--- src/hdl/tlg_pkg.sv ---
// Shared constants and types for the toroidal life generation block.
package tlg_pkg;

  localparam int unsigned GRID_WIDTH_DEF  = 16;
  localparam int unsigned GRID_HEIGHT_DEF = 16;

  localparam int unsigned CELL_W  = 8;
  localparam int unsigned COORD_W = 6;
  localparam int unsigned OP_W    = 2;
  localparam int unsigned NBR_N   = 8;
  localparam int unsigned CNT_W   = 4;

  // Conway rule B3/S23.
  localparam logic [CNT_W-1:0] BIRTH_COUNT = CNT_W'(3);
  localparam logic [CNT_W-1:0] STAY_COUNT  = CNT_W'(2);

  typedef enum logic [OP_W-1:0] {
    OP_WRITE    = 2'd0,
    OP_GENERATE = 2'd1,
    OP_READ     = 2'd2,
    OP_SPARE    = 2'd3
  } op_e;

endpackage

--- src/hdl/tlg_ram.sv ---
// Generic RAM with one write port and two registered read ports.
module tlg_ram
  import tlg_pkg::*;
#(
  parameter int unsigned WIDTH = CELL_W,
  parameter int unsigned DEPTH = GRID_WIDTH_DEF * GRID_HEIGHT_DEF
) (
  input  logic                     clk_i,
  input  logic                     we_i,
  input  logic [$clog2(DEPTH)-1:0] waddr_i,
  input  logic [WIDTH-1:0]         wdata_i,
  input  logic [$clog2(DEPTH)-1:0] raddr_a_i,
  input  logic [$clog2(DEPTH)-1:0] raddr_b_i,
  output logic [WIDTH-1:0]         rdata_a_o,
  output logic [WIDTH-1:0]         rdata_b_o
);

  logic [WIDTH-1:0] mem_q [DEPTH];
  logic [WIDTH-1:0] rdata_a_q;
  logic [WIDTH-1:0] rdata_b_q;

  always_ff @(posedge clk_i) begin
    if (we_i) begin
      mem_q[waddr_i] <= wdata_i;
    end
    rdata_a_q <= mem_q[raddr_a_i];
    rdata_b_q <= mem_q[raddr_b_i];
  end

  assign rdata_a_o = rdata_a_q;
  assign rdata_b_o = rdata_b_q;

endmodule

--- config.mk ---
export PLATFORM = sky130hd
export DESIGN_NAME = tlg_ram
export DESIGN_NICKNAME = d
export VERILOG_FILES = /design/src/hdl/tlg_pkg.sv /design/src/hdl/tlg_ram.sv
export SDC_FILE = /design/constraint.sdc
export NUM_CORES = 2
export LEC_CHECK = 0
export CORE_MARGIN = 2
export CORE_UTILIZATION = 40
export CTS_CLUSTER_SIZE = 20
export DETAILED_ROUTE_END_ITERATION = 8
export DONT_BUFFER_PORTS = 1
export SYNTH_ARGS = -nofsm -noshare
export SYNTH_HDL_FRONTEND = slang
export SYNTH_SLANG_ARGS = --single-unit
--- constraint.sdc ---
create_clock -name clk_i -period 2 [get_ports clk_i]
set_clock_uncertainty 0.05 [all_clocks]
set_input_delay 0.1 -clock clk_i [delete_from_list [all_inputs] [get_ports clk_i]]
set_output_delay 0.1 -clock clk_i [all_outputs]
set_load 0.02 [all_outputs]
---- Word-level counts from Yosys, hierarchy flattened ----
Memories as Yosys holds them, arrays and structs flattened. A register that Yosys moved wholly into a read port is not among the register bits.
Index checks and enable logic that the tools add are counted.
Widths: inputs -> output; s select.
storage, ports and cells
  flip-flop bits (word level) ............. 0
  bits in writable memories ............... 2048
  bits of input ports ..................... 34
  memories ................................ 1
cells by class
  mux-type cells .......................... 2
memories
  name   depth  bits a word  read ports  clocked after memory_dff  wr ports  line           source
  mem_q  256    8            2           2                         1         tlg_ram.sv:18  logic [WIDTH-1:0] mem_q [DEPTH];
operators by type and width
  kind    number
  $mux 1  2

---- Depth between registers and ports, before layout ----
  depth in word-level cells ............... 2
  depth in mapped cells ................... 12
  mapped depth without buffers ............ 6

---- Worst setup path after synthesis ----
No wires, ideal clock.
  kind .................................... input to register
  start point ............................. input raddr_b_i[0]
  end point ............................... register rdata_b_q[0], in the netlist rdata_b_o[0], read port of mem_q
  arrival ................................. 2.001 ns
  data required time ...................... 1.810 ns
  path slack .............................. -0.191 ns
  stages on the path ...................... 9
  path through ............................ buf_4 > buf_6 > buf_2 > mux4_2 > mux4_2 > nand2_1 > a21oi_1 > a21oi_1 > a221oi_2
RTL lines
  what                line           source
  start: declaration  tlg_ram.sv:13  input logic [$clog2(DEPTH)-1:0] raddr_b_i,
  end: declaration    tlg_ram.sv:20  logic [WIDTH-1:0] rdata_b_q;

==> results.toml <==
[yosys]
yosys.area_share.simple_pct = 2.70
synthDistinctLibCells = 65
synth_fa_ha_area_share_pct = 0
synth_compound_area_share_pct = 3.54
ys_warn_count = 0
synth_seq_cells = 2064
yosysTopAreaCell = "edfxtp_1"
ys.flop_type = "edfxtp_1"
syn_area_per_cell_um2 = 20.0
syn_nets = 4881
synth_mux_area_share_pct = 27.3
synth_top_family_by_area = "multiplexers"
synth.area.top_cells = "edfxtp_1 63%, mux4_2 24%, mux2i_1 2.4%"
netlist_area_um2 = 97000
netlist_instances = 4847
synthXorXnorAreaFrac_pct = 0
synthArstFlopShare_pct = 0
synth_edf_count = 2048
yosysTopAreaCellShare_pct = 63.4
ys_seq_area_share_pct = 63.7

[clock_tree]
clock_tree.root_cell = "clkbuf_16"
holdBufCountCts = 35
cts_buffers = 208
clock_sinks = 2064
htreeDepth = 4
clockBufferDepth = 3
cts_tree = "built"
cts.clk_slew.worst_paths_ns = 0.07
insertion_delay_ns = 0.89

[timing]
tightest_slew_ns = 2.22
finalHoldViolCount = 2007
max_slew_margin_pct = -47.8
fmax_ghz = 0.348
hold_ws_ns = -0.701
period_minus_slack_ns = 2.88
rsz0062_at_grt = "true"
drv_slew = 374
final.setup.tns_ns = -8.02
finalSetupViolCount = 16
period_share_pct = 144
fin_ws_ns = -0.876

[hold_path]
hp-class = "in -> reg"
worstHoldStart = "wdata_i[5]"

[placement]
place_ws_ns = -1.54
port-buffer-count = 0
globalplace.congestion = 0.868
hpwl_mm = 182

[pwr]
irDropWorstVdd_mv = 0.934
pwr_density_cell_nw_per_um2 = 833
power.leakage_nw = 36.2
power_mw = 93.8

[drt]
dr_total_vias = 56500
drt_pass1_iterations = 6
drt-total-wl_mm = 319
vias_per_cell = 6.39
antenna_left = 0
wl_per_cell_um = 36.1
drc = 0
drt_first_iter_violations = 8684

[critical_path]
cp_cell_sequence = "and3b_1 -> buf_4 -> buf_4 -> a221oi_1 -> o211a_1 -> o31ai_1 -> a21oi_4 -> nor4_4"
endpoint = "rdata_b_o[6]"
r2r-end = "rdata_a_o[7]"
startpoint_type = "input port"
cp.depth = 8
cp_slowest_cell = "and3b_1"
path_common_cell = "buf_4"
crit_fanout = 451
crit_path_max_incr_delay_ns = 0.92
r2r_cells = 5
reg2reg_slack_ns = -0.56
cp.arrival_ns = 3.56
crit_start = "raddr_b_i[1]"
end_kind = "flop"
critPathTopFamily = "compound AO/OA/AOI/OAI gates"
worst-endpoint-required_ns = 2.69
r2r-start = "mem_q[158][7]"
path_buf_inv = 2
timing_worst_setup_path_type = "in -> reg"

[die]
die_h_um = 496
core-area_um2 = 241000
dieArea_um2 = 246000
ios = 50
initial_core_util_pct = 40.3
die_w_um = 496
row_count = 180

[final_layout]
drive_above_1_share_pct = 40.4
final_nets = 5489
layout_commonest_cell = "edfxtp_1"
final_cell_mix = "2048 x edfxtp_1, 1051 x mux4_2, 697 x buf_4"
syn2layout_area_growth_pct = 16.1

[global_route]
grt_antenna_before_repair = 19
gr-total-overflow = 0
grt_pass1_vias = 55800
grtUsageMet3_pct = 5.04
grt_pass1_wl_mm = 437
grt_use_total_pct = 25.4
use_met2_pct = 39.7
grt.busiest_layer = "met2"
met1_usage_pct = 35.2
grt_max_degree = 555

[status]
status = "complete, but fails checks"
violations = "negative hold slack, max-slew violations, negative setup slack"

[job]
max-cap-violations = 0
[registers in the layout, summed over array words and instances (netlist names)]
| signal | count |
|---|---|
| mem_q | 2048 |
| rdata_a_o | 8 |
| rdata_b_o | 8 |
[where the power goes]
| part | switching, mW | total [mW] | internal [mW] |
|---|---|---|---|
| logic | 3.66 | 7.28 | 3.62 |
| registers | 0.309 | 48.0 | 47.7 |
| clock network | 16.9 | 38.5 | 21.5 |
| total | 20.9 | 93.8 | 72.9 |
[kinds of logic (layout without fill, tap and decap cells)]
| group | count (synthesis) | count (layout) |
|---|---|---|
| flip-flops | 2064 | 2064 |
| buffers and inverters | 401 | 1183 |
| other | 0 | 16 |
| AND/OR/NAND/NOR | 591 | 591 |
| multiplexers | 1325 | 1325 |
| AO/OA/AOI/OAI | 466 | 466 |
[worst min-delay path by stage]
stage                          to  slack, ns  depth (start not counted)
global route         mem_q[59][5]      -0.73                          0
floorplan             mem_q[0][0]       0.15                          0
global placement    mem_q[178][7]       0.20                          0
detailed placement  mem_q[176][7]       0.20                          0
finish               mem_q[52][5]      -0.70                          0
CTS                 mem_q[176][7]      -0.73                          0
[layout make-up]
class / instances / area (um2)
well taps: 3185 / 3990
clock buffers: 276 / 5660
fillers: 19800 / 128000
repair buffers: 793 / 6950
clock inverters: 108 / 951
flip-flops and latches: 2064 / 61800
inverters: 6 / 26.3
diodes: 16 / 40.0
multi-input cells: 2382 / 33200
[cell usage after synthesis (all sizes together), types with 9 or more instances]
library cell  number
a211oi            28
nor2             299
mux4            1051
nor3              21
mux2              38
a21oi             79
o21ai             37
a2bb2oi            9
a221o             10
edfxtp          2048
nand3             52
and2              12
a22o              22
o22ai             48
nand4             13
o211ai            13
o31ai             11
a22oi             62
clkbuf           137
mux2i            236
a221oi            37
buf              258
o221ai            67
dfxtp             16
nand2            114
nor2b             27
nand2b            11
[metrics by stage]
| stage | cells | util, % | cell area, um2 |
|---|---|---|---|
| final | 8830 | 46.8 | 113000 |
| after global routing | 8822 | 46.8 | 113000 |
| after CTS | 8787 | 46.5 | 112000 |
| after detailed placement | 8373 | 43.3 | 104000 |
| after global placement | 8373 | 43.3 | 104000 |
| after floorplan | 4847 | - | 97300 |
[repair_timing]
item | CTS | global route
cloned | 0 | 10
hold endpoints to repair | 3836 | 2056
buffers inserted | 0 | 9
pin swaps | 32 | 25
endpoints found under the setup margin | 16 | 160
resized for setup | 104 | 48
[per-layer routing]
| layer | up-vias | routed length, um |
|---|---|---|
| met3 | 505 | 31700 |
| met1 | 30400 | 124000 |
| met5 | - | 42 |
| met4 | 6 | 13500 |
| li1 | 22300 | - |
| met2 | 3229 | 150000 |
Power figures use the tool's default switching activity.
