## config.mk

```make
export PLATFORM = sky130hd
export DESIGN_NAME = tlg_rule
export DESIGN_NICKNAME = d
export VERILOG_FILES = /design/src/hdl/tlg_pkg.sv /design/src/hdl/tlg_rule.sv
export SDC_FILE = /design/constraint.sdc
export NUM_CORES = 1
export LEC_CHECK = 0
export BUFFER_PORTS_ARGS = -buffer_cell sky130_fd_sc_hd__buf_2
export CELL_PAD_IN_SITES_DETAIL_PLACEMENT = 1
export CELL_PAD_IN_SITES_GLOBAL_PLACEMENT = 2
export CORE_MARGIN = 5
export CORE_UTILIZATION = 20
export DETAILED_ROUTE_END_ITERATION = 12
export PLACE_DENSITY_LB_ADDON = 0.08
export SETUP_SLACK_MARGIN = 0.5
export SLEW_MARGIN = 30
export SYNTH_ARGS = -nofsm -noshare
export SYNTH_HDL_FRONTEND = slang
export SYNTH_SLANG_ARGS = --single-unit
```

## constraint.sdc

```tcl
create_clock -name vclk -period 3.9
set_input_delay 0.195 -clock vclk [all_inputs]
set_output_delay 0.195 -clock vclk [all_outputs]
set_load 0.1 [all_outputs]
```

## src/hdl/tlg_pkg.sv

```systemverilog
// Shared constants and types for the toroidal life generation block.
package tlg_pkg;

  localparam int unsigned GRID_WIDTH_DEF  = 16;
  localparam int unsigned GRID_HEIGHT_DEF = 16;

  localparam int unsigned CELL_W  = 8;
  localparam int unsigned COORD_W = 6;
  localparam int unsigned OP_W    = 2;
  localparam int unsigned NBR_N   = 8;
  localparam int unsigned CNT_W   = 4;

  // Conway rule B3/S23.
  localparam logic [CNT_W-1:0] BIRTH_COUNT = CNT_W'(3);
  localparam logic [CNT_W-1:0] STAY_COUNT  = CNT_W'(2);

  typedef enum logic [OP_W-1:0] {
    OP_WRITE    = 2'd0,
    OP_GENERATE = 2'd1,
    OP_READ     = 2'd2,
    OP_SPARE    = 2'd3
  } op_e;

endpackage

```

## src/hdl/tlg_rule.sv

```systemverilog
// Cell update unit: neighbor count and the birth/survival rule for one cell.
module tlg_rule
  import tlg_pkg::*;
(
  input  logic [NBR_N-1:0]  nbr_i,
  input  logic [CELL_W-1:0] cell_i,
  input  logic [CELL_W-1:0] hue_i,
  output logic [CELL_W-1:0] cell_o
);

  logic [CNT_W-1:0] count;
  logic             alive;
  logic             lives;

  always_comb begin
    count = '0;
    for (int i = 0; i < NBR_N; i++) begin
      count = count + CNT_W'(nbr_i[i]);
    end
  end

  assign alive = (cell_i != '0);
  assign lives = (count == BIRTH_COUNT) || (alive && (count == STAY_COUNT));

  // A survivor keeps its hue; a newborn takes the hue of this generation.
  always_comb begin
    if (!lives) begin
      cell_o = '0;
    end else if (alive) begin
      cell_o = cell_i;
    end else begin
      cell_o = hue_i;
    end
  end

endmodule

```

# Word-level counts from Yosys, hierarchy flattened
# Index checks and enable logic that the tools add are counted.
# word_totals
ff_bits,0
ramBits,0
output_inout_bits,8
word_cells,14
rom_bits,0
latchBits,0
memories,0
# classes
bitwise_logic,0
mul,0
n_div,0
n_shift,0
mux,2
n_eq_ne,2
reduce_logical,3
order_cmp,0
n_addsub,7
# ops
operator,n
4-bit by 1-bit adder with 4-bit output,4
8-bit 2-to-1 mux,2
4-bit by 2-bit == test with 1-bit output (second input constant),2
8-bit nonzero test,1
3-bit by 1-bit adder with 4-bit output,1
2-bit by 1-bit adder with 3-bit output,1
1-bit by 1-bit adder with 2-bit output,1
1-bit logical AND,1
1-bit logical OR,1

# Logic depth before layout (Yosys ltp)
# logic_depth
word_depth,11
ltp_mapped,10
ltp_nobuf,10

# Worst setup path after synthesis
# Ideal clock, no wire load.
# synth_timing
kind,in2out
startpoint,input port nbr_i[0]
endpoint,output port cell_o[1]
arrival_time_ns,4.855
stages,10
t_required_ns,3.705
setup_slack_ns,-1.150
path_cell_list,inv_1 fa_1 fa_1 fa_1 inv_1 ha_1 fa_1 and4b_1 a22oi_1 nor3_1
# synth_via
elab_chain_cells,11
elab_cells_between_ends,12
# synth_rtl
item,line_no,source
from (decl),tlg_rule.sv:5,"input logic [NBR_N-1:0] nbr_i,"
1-bit by 1-bit adder with 2-bit output *,tlg_rule.sv:18,count = count + CNT_W'(nbr_i[i]);
2-bit by 1-bit adder with 3-bit output *,tlg_rule.sv:18,
3-bit by 1-bit adder with 4-bit output *,tlg_rule.sv:18,
4-bit by 1-bit adder with 4-bit output * (4 in a row),tlg_rule.sv:18,
4-bit by 2-bit == test with 1-bit output,tlg_rule.sv:23,assign lives = (count == BIRTH_COUNT) || (alive && (count == STAY_COUNT));
1-bit logical AND,tlg_rule.sv:23,
1-bit logical OR *,tlg_rule.sv:23,
8-bit 2-to-1 mux *,tlg_rule.sv:27,if (!lives) begin
to (decl),tlg_rule.sv:8,output logic [CELL_W-1:0] cell_o
# Mark *: on every way between the ends. The rest lies on a longest branch, timed or not.

# Worst setup path after layout
# layout_timing
startpoint,input port nbr_i[0]
endpoint,output port cell_o[3]
# The elaborated chain is that of the path after synthesis.

==> parameters.txt <==
Parameter                              Value

Synth
  Average cell area after synthesis ... 7.53 um2
  Cell area after technology mapping ... 384 um2
  Distinct cells, synth ... 18
  Number of warnings issued by yosys ... 0
  Post-synthesis instance total ... 51
  Top cell type's share of synthesized area ... 20.8%
  Syn nets ... 82
  Sequential fraction of the synthesis area ... 0%
  Leading area contributor after synthesis ... sky130_fd_sc_hd__fa_1
  Leading post-synthesis cells by cell area ... sky130_fd_sc_hd__fa_1 (21%), sky130_fd_sc_hd__inv_1 (12%), sky130_fd_sc_hd__ha_1 (9.8%)

Final layout
  Seq Cell Count ... 0
  Count of clock buffers in the final design ... 0
  Diodes inserted ... 0
  Layout Utilization ... 46.3%
  Area of the multi-input gates ... 417 um2
  Area taken by flip-flops and latches ... 0 um2
  Final-stage net count ... 119
  Total of fill cells in the finished design ... 206
  Final non-filler cell total ... 111
  Layout cells sized above 1 ... 57.0%
  Final instance area ... 826 um2
  Area Growth Syn to Fin ... 115%

Power and ir drop
  Leakage power of the design ... 0.362 nW
  VDD IR-drop max ... 297 uV
  Net switching share of the total power ... 60.9%
  Combinational share of power ... 100.0%
  Flop pwr share ... 0%
  Int Pwr ... 168 uW
  Power per cell area ... 519 mW/mm2
  Net switching power ... 261 uW
  Clock group share of total power ... 0%

Detailed routing
  Sum of routed wire length over all layers ... 1.40 mm
  Post-DR vias/cell ... 4.75
  Number of nets with antenna violations after routing ... 0
  Count of vias placed by the detailed router ... 527
  Number of search-and-repair iterations in the first detailed-routing pass ... 4
  Drt drc ... 0
  DRT iter0 DRCs ... 4
  Detailed-route wire length per cell ... 12.6 um

STA
  Final min period ... 3.51 ns
  Max transition margin ... 70.5%
  Fin crit share ... 89.9%
  Setup repair after global routing missed its margin ... true
  Worst-Margin Slew ... 0.438 ns
  Final Max Tran Viols ... 0
  Post-route worst setup slack ... 0.393 ns
  Highest clock frequency the design can meet ... 0.285 GHz
  Number of hold-slack violations in the final timing report ... 0
  Final total negative setup slack ... 0 ns
  Number of setup violations in the final report ... 0

Floorplan
  # IOs ... 32
  Die Outline Area ... 0.00290 mm2
  Total number of placement rows ... 15
  Initial core utilization ... 21.5%
  Width of the die ... 53.8 um
  Area of the core ... 0.00178 mm2
  Die Height ... 53.8 um

Placement
  GP Congestion ... 0.734
  Worst slack, placed ... 0.273 ns
  Count of input and output buffers ... 32
  Cell area reported after detailed placement ... 791 um2
  Cell count after placement ... 109
  Post-DP HPWL ... 1.27 mm

Worst setup path
  Category of the critical setup timing path ... input port to primary output
  Arrival time at the worst endpoint ... 3.31 ns
  Category of the worst setup path capture point ... primary output
  Worst setup path endpoint ... cell_o[3]
  Startpoint types ... input port
  Required time of the critical path ... 3.70 ns
  Crit path launch ... nbr_i[0]
  Largest fanout on the critical path ... 8

Global route
  Gr ovfl total ... 0
  Maximum number of pins on one net before global-route repair ... 9
  Total routing resource utilization after global routing ... 10.5%
  Global-route wire length before repair ... 2.38 mm
  Via count of the first global-routing pass ... 535
  Initial antenna violation count ... 0

Worst hold path
  Min-delay src ... cell_i[4]
  Min-delay worst type ... input port to primary output

Run status
  Status ... complete, no violations

Flow run
  Count of maximum capacitance violations ... 0
through the flow:
step	power, mW	hold WS [ns]
after floorplan	0.255	0.676
after global placement	0.410	0.857
after detailed placement	0.413	0.861
after CTS	0.422	0.861
after global routing	0.451	0.876
final	0.429	0.858
power groups by stage:
stage,clock (mW),sequential (mW),combinational [mW]
final,0,0,0.429
after global routing,0,0,0.451
after CTS,0,0,0.422
after detailed placement,0,0,0.413
after global placement,0,0,0.410
after floorplan,0,0,0.255
metal layers:
layer	routed length (um)	GRT usage, %	vias to the layer above	part of all wire (%)
met5	0	0	-	0
met4	0	0	0	0
met3	150	3.32	0	11
met2	643	17.3	21	46
li1	-	-	258	-
met1	603	14.2	248	43
synth_stat cells, types with 2 or more instances:
cell	number
sky130_fd_sc_hd__ha_1	3
sky130_fd_sc_hd__nor4b_1	2
sky130_fd_sc_hd__nor4_1	2
sky130_fd_sc_hd__nor3_1	6
sky130_fd_sc_hd__a21oi_1	2
sky130_fd_sc_hd__fa_1	4
sky130_fd_sc_hd__inv_1	12
sky130_fd_sc_hd__a41oi_1	4
sky130_fd_sc_hd__nor2b_1	2
sky130_fd_sc_hd__nor2_1	6
critical path, cell delays in order:
cell	delay [ns]
sky130_fd_sc_hd__buf_8	0.08
sky130_fd_sc_hd__inv_8	0.02
sky130_fd_sc_hd__fa_1	0.54
sky130_fd_sc_hd__fa_1	0.42
sky130_fd_sc_hd__fa_1	0.51
sky130_fd_sc_hd__inv_2	0.04
sky130_fd_sc_hd__ha_4	0.15
sky130_fd_sc_hd__fa_1	0.49
sky130_fd_sc_hd__and4b_1	0.21
sky130_fd_sc_hd__a22oi_2	0.08
sky130_fd_sc_hd__buf_12	0.16
sky130_fd_sc_hd__nor3_4	0.20
sky130_fd_sc_hd__buf_12	0.20
logic make-up (layout without fill, tap and decap cells):
group / Yosys count / in the layout / share of synthesized area [%]
adders and majority gates: 7 / 7 / 30.6
and+or+nand+nor: 23 / 23 / 39.1
buffers and inverters: 12 / 47 / 11.7
AOI/OAI and AO/OA: 9 / 9 / 18.6
layout by cell type, fill, tap and decap left out:
cell type,instances
sky130_fd_sc_hd__a41oi_1,4
sky130_fd_sc_hd__fa_1,4
sky130_fd_sc_hd__nor3_4,4
sky130_fd_sc_hd__and4b_2,1
sky130_fd_sc_hd__nand2_1,1
sky130_fd_sc_hd__buf_4,2
sky130_fd_sc_hd__nor2_1,3
sky130_fd_sc_hd__buf_12,9
sky130_fd_sc_hd__nor2_2,3
sky130_fd_sc_hd__nand4b_1,1
sky130_fd_sc_hd__buf_2,23
sky130_fd_sc_hd__nor3_1,2
sky130_fd_sc_hd__buf_8,1
sky130_fd_sc_hd__ha_1,2
sky130_fd_sc_hd__inv_8,1
sky130_fd_sc_hd__and4b_1,1
sky130_fd_sc_hd__a21oi_1,2
sky130_fd_sc_hd__nor2b_1,2
sky130_fd_sc_hd__a31oi_1,1
sky130_fd_sc_hd__nor4b_1,2
sky130_fd_sc_hd__inv_1,10
sky130_fd_sc_hd__nor4_1,2
sky130_fd_sc_hd__nor4_4,1
sky130_fd_sc_hd__a22oi_2,1
sky130_fd_sc_hd__ha_4,1
sky130_fd_sc_hd__inv_2,1
sky130_fd_sc_hd__a211oi_4,1
layout make-up:
type / count / share of cell area, %
Inverter: 12 / 6.36
Multi-Input combinational cell: 39 / 50.5
Tap cell: 25 / 3.79
Timing Repair Buffer: 35 / 39.4
worst min-delay path by stage:
stage	end	slack, ns	depth (start not counted)
2_1_floorplan	cell_o[4]	0.68	2
3_3_place_gp	cell_o[4]	0.86	4
3_5_place_dp	cell_o[4]	0.86	4
4_1_cts	cell_o[4]	0.86	4
5_1_grt	cell_o[4]	0.88	4
6_report	cell_o[4]	0.86	4
timing repair:
item	CTS	global route
setup endpoints to repair	8	8
setup buffers	1	1
resized for setup	3	2
pin swaps	1	1
hold buffers	0	0
(Power assumes the default switching activity.)
